## src/sv/jfwin_pkg.sv

```systemverilog
// Shared constants and controller/datapath interface types for the job queue.
// No dependencies; imported by jfwin_ctrl, jfwin_dp and the top level.
`timescale 1ns / 1ps
`default_nettype none

package jfwin_pkg;

    // Queue geometry
    localparam int QUEUE_DEPTH = 1024;
    localparam int MAX_BATCH   = 64;
    localparam int ADDR_W      = $clog2(QUEUE_DEPTH);
    localparam int CNT_W       = $clog2(QUEUE_DEPTH + 1);

    // Field widths
    localparam int KIND_W  = 2;
    localparam int BATCH_W = 7;
    localparam int TIME_W  = 32;

    // Item kinds
    localparam logic [KIND_W-1:0] KIND_INSERT = 2'd0;
    localparam logic [KIND_W-1:0] KIND_SERVE  = 2'd1;
    localparam logic [KIND_W-1:0] KIND_POLL   = 2'd2;

    localparam logic [BATCH_W-1:0] BATCH_MAX = BATCH_W'(MAX_BATCH);
    localparam logic [ADDR_W-1:0]  ADDR_LAST = ADDR_W'(QUEUE_DEPTH - 1);
    localparam logic [CNT_W-1:0]   CNT_FULL  = CNT_W'(QUEUE_DEPTH);

    // Controller to datapath commands
    typedef struct packed {
        logic load;        // capture an accepted item
        logic ins_write;   // store one job at the tail
        logic set_ovf;     // note that an insert dropped jobs
        logic srv_read;    // read one job at the head and pop it
        logic emit_job;    // load the output register with a served job
        logic emit_single; // load the output register with the single result
    } t_cmd;

    // Datapath to controller status
    typedef struct packed {
        logic [KIND_W-1:0] kind;
        logic              remain_zero;
        logic              full;
        logic              empty;
        logic              out_free;
    } t_status;

endpackage

`default_nettype wire

```

## src/sv/jfwin_ctrl.sv

```systemverilog
// Controller state machine of the job queue: sequences insert, serve and poll items.
// Depends on jfwin_pkg; drives jfwin_dp through t_cmd and reads t_status.
`timescale 1ns / 1ps
`default_nettype none

module jfwin_ctrl
    import jfwin_pkg::*;
(
    input  wire logic    i_clk,
    input  wire logic    i_rst_n,
    input  wire logic    i_valid,
    output logic         o_stall,
    input  wire t_status i_status,
    output t_cmd         o_cmd
);

    typedef enum logic [2:0] {
        S_IDLE,
        S_DISPATCH,
        S_INS,
        S_SRV_RD,
        S_SRV_EMIT,
        S_EMIT
    } t_state;

    t_state r_state;
    t_state n_state;
    logic   r_stall;
    logic   n_stall;

    // Next state and command decode
    always_comb begin
        n_state = r_state;
        n_stall = r_stall;
        o_cmd   = '0;
        case (r_state)
            S_IDLE: begin
                if (i_valid) begin
                    o_cmd.load = 1'b1;
                    n_stall    = 1'b1;
                    n_state    = S_DISPATCH;
                end
            end
            S_DISPATCH: begin
                case (i_status.kind)
                    KIND_INSERT: n_state = S_INS;
                    KIND_SERVE: begin
                        if (i_status.remain_zero || i_status.empty) begin
                            n_state = S_EMIT;
                        end else begin
                            n_state = S_SRV_RD;
                        end
                    end
                    default: n_state = S_EMIT;
                endcase
            end
            // one job stored per cycle until batch done or queue full
            S_INS: begin
                if (i_status.remain_zero) begin
                    n_state = S_EMIT;
                end else if (i_status.full) begin
                    o_cmd.set_ovf = 1'b1;
                    n_state       = S_EMIT;
                end else begin
                    o_cmd.ins_write = 1'b1;
                end
            end
            S_SRV_RD: begin
                o_cmd.srv_read = 1'b1;
                n_state        = S_SRV_EMIT;
            end
            // hand the read job to the output register
            S_SRV_EMIT: begin
                if (i_status.out_free) begin
                    o_cmd.emit_job = 1'b1;
                    if (i_status.remain_zero || i_status.empty) begin
                        n_stall = 1'b0;
                        n_state = S_IDLE;
                    end else begin
                        n_state = S_SRV_RD;
                    end
                end
            end
            S_EMIT: begin
                if (i_status.out_free) begin
                    o_cmd.emit_single = 1'b1;
                    n_stall           = 1'b0;
                    n_state           = S_IDLE;
                end
            end
            default: begin
                n_stall = 1'b0;
                n_state = S_IDLE;
            end
        endcase
    end

    // State and registered stall
    always_ff @(posedge i_clk) begin
        if (!i_rst_n) begin
            r_state <= S_IDLE;
            r_stall <= 1'b0;
        end else begin
            r_state <= n_state;
            r_stall <= n_stall;
        end
    end

    assign o_stall = r_stall;

endmodule

`default_nettype wire

```

## config.mk

```make
export PLATFORM = sky130hd
export DESIGN_NAME = jfwin_ctrl
export DESIGN_NICKNAME = d
export VERILOG_FILES = /design/src/sv/jfwin_pkg.sv /design/src/sv/jfwin_ctrl.sv
export SDC_FILE = /design/constraint.sdc
export NUM_CORES = 1
export LEC_CHECK = 0
export BUFFER_PORTS_ARGS = -buffer_cell sky130_fd_sc_hd__buf_2
export CORE_AREA = 2 2 39 41
export CTS_CLUSTER_DIAMETER = 40
export DETAILED_ROUTE_END_ITERATION = 16
export DIE_AREA = 0 0 41 43
export MAX_ROUTING_LAYER = met4
export PLACE_DENSITY = 0.55
export SLEW_MARGIN = 10
export SYNTH_ARGS = -nofsm -noshare
export SYNTH_HDL_FRONTEND = slang
export SYNTH_SLANG_ARGS = --single-unit
```

## constraint.sdc

```tcl
create_clock -name i_clk -period 2 [get_ports i_clk]
set_input_delay 0.3 -clock i_clk [delete_from_list [all_inputs] [get_ports i_clk]]
set_output_delay 0.3 -clock i_clk [all_outputs]
set_load 0.01 [all_outputs]
```

# Word level (Yosys, flattened, before mapping)
# Cells that the tools add are included.
[totals]
register_bits = 4
inputBits = 9
output_inout_bits = 7
word_cells = 44
[classes]
eq_ne = 11
mux = 24
bitwise_logic = 1
n_reduce_logical = 6
[ops]
columns = ["operator", "n"]
rows = [
  ["$mux 3", 6],
  ["$pmux 3 s6", 1],
  ["$mux 1", 12],
  ["$ne 2x2->1 const B", 4],
  ["$eq 3x2->1 const B", 2],
  ["$eq 3x3->1 const B", 2],
  ["$mux 2", 3],
  ["$pmux 3 s2", 1],
  ["$reduce_and 5->1", 1],
  ["$pmux 1 s4", 1],
  ["$reduce_and 4->1", 1],
  ["$eq 3x1->1 const B", 1],
  ["$logic_not 3->1", 1],
  ["$ne 3x3->1 const B", 1],
  ["$reduce_or 3->1", 1],
  ["$eq 2x1->1 const B", 1],
  ["$logic_not 2->1", 1],
  ["$logic_or 1x1->1", 1],
  ["$not 1->1", 1],
]

# Logic depth before layout (Yosys ltp)
# Gate-level depths: netlist of the first run.
[depth]
word_depth = 4
ltp_mapped = 5
mapped_depth_nobuf = 4

# Least setup slack after synthesis of the first run
# OpenSTA, ideal clock, no wires.
[synth_timing]
path_kind = "reg2out"
from = "reg r_state[1]"
to = "out o_cmd[1] (netlist name)"
t_arrival_ns = 0.915
t_required_ns = 1.700
slack_ns = 0.785
stages_incl_launch_ff = 4
path_buffers = 1
cell_sequence = "dfxtp_1 > buf_2 > or2_1 > nor2_1"
[synth_lines]
columns = ["element", "line", "text"]
rows = [
  ["from (decl)", "jfwin_ctrl.sv:26", "t_state r_state;"],
  ["from (signal assigned)", "jfwin_ctrl.sv:104", "r_state <= n_state;"],
  ["to (decl)", "jfwin_ctrl.sv:14", "output t_cmd o_cmd"],
]

==> results of run 1 <==
-- sequential cells by signal (all words and copies together) (netlist names) --
name and count:
r_state 3, o_stall 1
-- cells by family after synthesis --
family / after synthesis / share of synthesized area
and+or+nand+nor: 22 / 0.4440
AOI/OAI and AO/OA: 10 / 0.2560
DFF: 4 / 0.2560
buffers and inverters: 3 / 0.04399
-- power groups by stage --
stage	Combinational (mW)	Sequential, mW	Clock [mW]
3_3_place_gp	0.0837	0.109	0
6_report	0.0834	0.108	0.100
5_1_grt	0.0928	0.111	0.116
2_1_floorplan	0.0612	0.101	0
4_1_cts	0.0832	0.108	0.104
3_5_place_dp	0.0824	0.109	0
-- synth_stat cells --
library cell	number	area [µm²]
nor2_1	6	22.52
o21ai_0	3	15.01
nor4_2	1	12.51
nor3_1	1	5.000
a21boi_1	1	7.510
o21a_1	1	7.510
nand4b_1	1	8.760
nor4b_1	1	8.760
a221oi_1	1	8.760
nand2b_1	2	12.51
dfxtp_1	4	80.08
nor2b_1	1	6.260
a22o_1	1	8.760
or4b_1	1	10.01
a31oi_1	1	6.260
o221a_1	1	11.26
and2b_1	1	7.510
buf_2	2	10.01
a221oi_2	1	15.01
inv_2	1	3.750
nand2_1	1	3.750
nor3b_1	3	22.52
nor4_1	1	6.260
and2_1	1	6.260
or2_1	1	6.260
-- metrics by stage --
stage               cells  power [mW]
global placement       68      0.1925
floorplan              39      0.1624
detailed placement     68      0.1910
global route           71      0.3193
finish                 71      0.2914
CTS                    71      0.2952
-- final cells by class --
cell class / count / area (µm²)
Fill cell: 153 / 963.4
Multi-Input combinational cell: 32 / 219.0
Sequential cell: 4 / 80.08
Timing Repair Buffer: 15 / 75.07
Clock buffer: 3 / 22.52
Tap cell: 16 / 20.02
Inverter: 1 / 3.754
-- cell usage in the layout (no fill, tap or decap), drive strengths merged, types with 2 or more instances in the layout --
cell	count
nor3b	3
nand2b	2
o21ai	3
nor4	2
buf	15
nor2	6
a221oi	2
clkbuf	3
dfxtp	4
-- layer usage --
| layer | track usage | vias to the layer above | wire length, µm |
|---|---|---|---|
| met5 | - | - | 0 |
| li1 | - | 180 | - |
| met4 | 0.04000 | 0 | 0 |
| met3 | 0.06283 | 0 | 43 |
| met2 | 0.1344 | 8 | 318 |
| met1 | 0.1511 | 147 | 417 |
-- path summary, 6_finish.rpt --
path	slack [ns]	start	to
worst max-delay path	0.28	r_state[1]	o_cmd[4]
worst max register to register	0.64	r_state[1]	r_state[1]
worst min-delay path	0.31	i_rst_n	r_state[2]
worst min register to register	0.54	o_stall	o_stall
==> flow_summary_export.csv, run 1 <==
group,metric,value,unit
cells_and_area,drive_gt1_frac,0.3818,
placed_design,place_ws,0.5370,ns
die,die_area,1763,µm²
setup_path,crit_fanout,13,
cells_and_area,fin_area,420.4,µm²
pwr,p_leak,0.1843,nW
cts,post_cts_resize_count,0,
setup_path,worstPathArrival,1.42,ns
run,max-cap-violations,0,
pwr,p_seq_frac,0.370,
worst_hold_path,hp-class,"in -> reg",
synth,synth_nets,48,
synth,synth-seq-cells,4,
sta,min_period,1.717,ns
cts,clockBufferDepth,2,
cells_and_area,antenna_cells,0,
die,core,1384,µm²
die,die_width,41,µm
cells_and_area,syn2layout_area_growth,34.40,%
setup_path,path_cells,"nor4b_1, and2b_1, buf_2",
detailed_routing,wl_per_cell,10.97,µm
sta,worst_pin_slew,0.3563,ns
worst_hold_path,worstHoldPathCells,2,
cts,clk_pin_slew,0.04,ns
placed_design,dp_hpwl,598.4,µm
detailed_routing,firstDrtPassIters,4,
global_routing,grt_overflow_total,0,
setup_path,crit_family,"simple AND/OR/NAND/NOR gates",
placed_design,gp_congestion,0.6735,
sta,layout_setup_ws,0.2834,ns
cts,cts.sinks,4,
cts,numCtsBuffers,3,
pwr,p_sw,92.76,µW
sta,drv_slew,0,
detailed_routing,drt-total-wl,779,µm
die,die_y,43,µm
cells_and_area,final_util,0.3038,
pwr,p_int,198.7,µW
global_routing,grt_use_total,0.1111,
synth,syn_inst,39,
cts,cts.htree.levels,1,
sta,relSlewSlack,0.7605,
detailed_routing,drt_iter0_drc,2,
pwr,power_density,693.2,nW/µm²
cts,cts_root_buf,"clkbuf_4",
setup_path,path_depth,3,
synth,synth_seq_area_share,0.2560,
global_routing,grt_max_degree,14,
pwr,switching_share,0.3183,
die,std_cell_rows,14,
detailed_routing,ant_nets,0,
sta,fin_skew,0.006097,ns
sta,fin_crit_sh,0.8583,
cts,clk_latency,0.23,ns
setup_path,cp_num_buf_inv,1,
sta,finalHoldViolations,0,
setup_path,critPathCaptureType,"output port",
cts,post-cts-setup-buffer-count,0,
die,start_util,0.2260,
setup_path,worstRegToRegCells,4,
setup_path,max_stage_delay,0.52,ns
synth,ys_warn_count,0,
global_routing,grt_pass1_vias,296,
pwr,combPwrFrac,0.286,
global_routing,grt_pass1_wl,1269,µm
setup_path,critPathKind,"reg -> out",
pwr,peakVddDrop,0.2920,mV
sta,setup_tns,0,ns
detailed_routing,drc,0,
setup_path,required,1.70,ns
synth,synth.distinct_cells,25,
placed_design,numPortBuffers,15,
setup_path,slowest_stage,"dfxtp_1",
setup_path,cp-start-kind,"register",
placed_design,placed_cell_area,397.9,µm²
sta,setup_violations,0,
detailed_routing,vias,335,
status,outcome,"completed",
global_routing,antenna_found_initial,0,
cells_and_area,nets,66,
cts,cts_hold_buffers,0,
synth,synth.avg_cell_area,8.021,µm²
pwr,clockPowerShare,0.344,
sta,rsz0062_at_grt,"false",
cts,cts_tree,"yes",
synth,syn_area,312.8,µm²
sta,holdWs,0.3115,ns
sta,clock.fmax,582.5,MHz
die,num_io_pins,16,
detailed_routing,via_per_inst,4.718,
(Power assumes the default switching activity.)
==> run 2, diff against run 1 <==
Settings changed: BUFFER_PORTS_ARGS -buffer_cell sky130_fd_sc_hd__buf_2 to unset, DONT_BUFFER_PORTS set to 1, PLACE_DENSITY 0.55 to 0.45.
==> run 2 against run 1 <==
Clock power hardly changed. Critical endpoint unchanged. Count of clock-buffer cells in the layout stayed put. Cell area is 18% lower. Wire length is 9.1% lower. Via count is 12% lower.
==> flow_summary_export.csv, run 2 (same netlist as run 1, synthesis figures left out) <==
group,metric,value,unit
setup_path,crit_fanout,13,
cts,post_cts_resize_count,0,
sta,setup_tns,0,ns
run,max-cap-violations,0,
setup_path,critPathKind,"reg -> out",
cts,cts.sinks,4,
worst_hold_path,hp-class,"in -> reg",
cts,cts_tree,"yes",
cells_and_area,syn2layout_area_growth,10.40,%
sta,worst_pin_slew,0.3981,ns
cts,clockBufferDepth,2,
cts,cts_root_buf,"clkbuf_4",
setup_path,required,1.70,ns
pwr,peakVddDrop,0.2224,mV
sta,min_period,1.631,ns
sta,drv_slew,0,
sta,fin_skew,0.002746,ns
die,die_y,43,µm
sta,clock.fmax,613.2,MHz
setup_path,reg2reg_to,"r_state[0]",
die,core,1384,µm²
placed_design,place_ws,0.5889,ns
placed_design,gp_congestion,0.6506,
pwr,power_density,779.8,nW/µm²
setup_path,worstPathArrival,1.33,ns
pwr,p_leak,0.1157,nW
cts,cts.htree.levels,1,
detailed_routing,drt-total-wl,708,µm
worst_hold_path,hold_start,"i_rst_n",
sta,fin_crit_sh,0.8154,
sta,finalHoldViolations,0,
placed_design,numPortBuffers,0,
sta,rsz0062_at_grt,"false",
setup_path,worstRegToRegCells,4,
detailed_routing,vias,295,
sta,layout_setup_ws,0.3691,ns
detailed_routing,firstDrtPassIters,2,
cells_and_area,drive_gt1_frac,0.1500,
setup_path,cp-start-kind,"register",
global_routing,grt_overflow_total,0,
cells_and_area,final_common_cell,"nor2_1",
placed_design,dp_hpwl,549.1,µm
cells_and_area,antenna_cells,0,
cells_and_area,nets,51,
cts,cts_hold_buffers,0,
setup_path,critPathCaptureType,"output port",
worst_hold_path,min_to,"r_state[2]",
die,die_area,1763,µm²
cells_and_area,final_cell_mix,"nor2_1, dfxtp_1, nor3b_1, o21ai_0, clkbuf_4",
status,outcome,"completed",
global_routing,grt_pass1_wl,1200,µm
detailed_routing,via_per_inst,5.268,
worst_hold_path,worstHoldPathCells,1,
sta,relSlewSlack,0.7340,
setup_path,reg2reg_slack,0.59,ns
detailed_routing,drt_iter0_drc,3,
detailed_routing,drc,0,
die,std_cell_rows,14,
setup_path,regToRegStartpoint,"r_state[1]",
cells_and_area,largest_reg_flops,3,
global_routing,grt_use_total,0.1062,
cts,clk_latency,0.23,ns
global_routing,grt_max_degree,14,
die,start_util,0.2260,
detailed_routing,wl_per_cell,12.64,µm
cts,post-cts-setup-buffer-count,0,
cts,numCtsBuffers,3,
cts,clk_pin_slew,0.04,ns
detailed_routing,ant_nets,0,
cells_and_area,top_register,"r_state",
global_routing,grt_pass1_vias,307,
global_routing,antenna_found_initial,0,
sta,setup_violations,0,
die,die_width,41,µm
die,num_io_pins,16,
run 2: worst max-delay path by stage:
stage | from | endpoint | slack, ns | depth (start not counted)
5_1_grt | r_state[1] | o_cmd[4] | 0.23 | 2
3_5_place_dp | r_state[1] | r_state[0] | 0.59 | 4
2_1_floorplan | r_state[1] | o_cmd[1] | 0.79 | 3
3_3_place_gp | r_state[1] | r_state[0] | 0.59 | 4
6_report | r_state[1] | o_cmd[4] | 0.37 | 2
4_1_cts | r_state[1] | o_cmd[4] | 0.35 | 2
run 2: layout make-up:
class	instances	area (µm²)
inverters	1	3.754
flip-flops and latches	4	80.08
fillers	152	1039
multi-input cells	32	219.0
well taps	16	20.02
clock buffers	3	22.52
run 2: metal layers:
| layer | track usage | part of all wire |
|---|---|---|
| met1 | 0.1197 | 0.41 |
| met2 | 0.1469 | 0.49 |
| met3 | 0.02094 | 0.093 |
| met4 | 0.1000 | 0 |
| met5 | - | 0 |
run 2: per-stage QoR:
stage	instances	total power [mW]	hold slack (ns)	instance area (µm²)	util
floorplan	39	0.1624	0.4178	312.8	-
global placement	53	0.1749	0.4356	322.8	0.2333
detailed placement	53	0.1727	0.4357	322.8	0.2333
CTS	56	0.2770	0.1913	345.3	0.2495
global route	56	0.2924	0.1894	345.3	0.2495
finish	56	0.2693	0.2005	345.3	0.2495
run 2: worst max-delay path, stage by stage (launching register included):
cell and delay [ns]:
dfxtp_1 0.53, nor4b_1 0.31, and2b_1 0.25
run 2: power breakdown:
part | internal (mW) | switching [mW]
clock network | 0.0670 | 0.0309
logic | 0.0302 | 0.0314
registers | 0.0904 | 0.0195
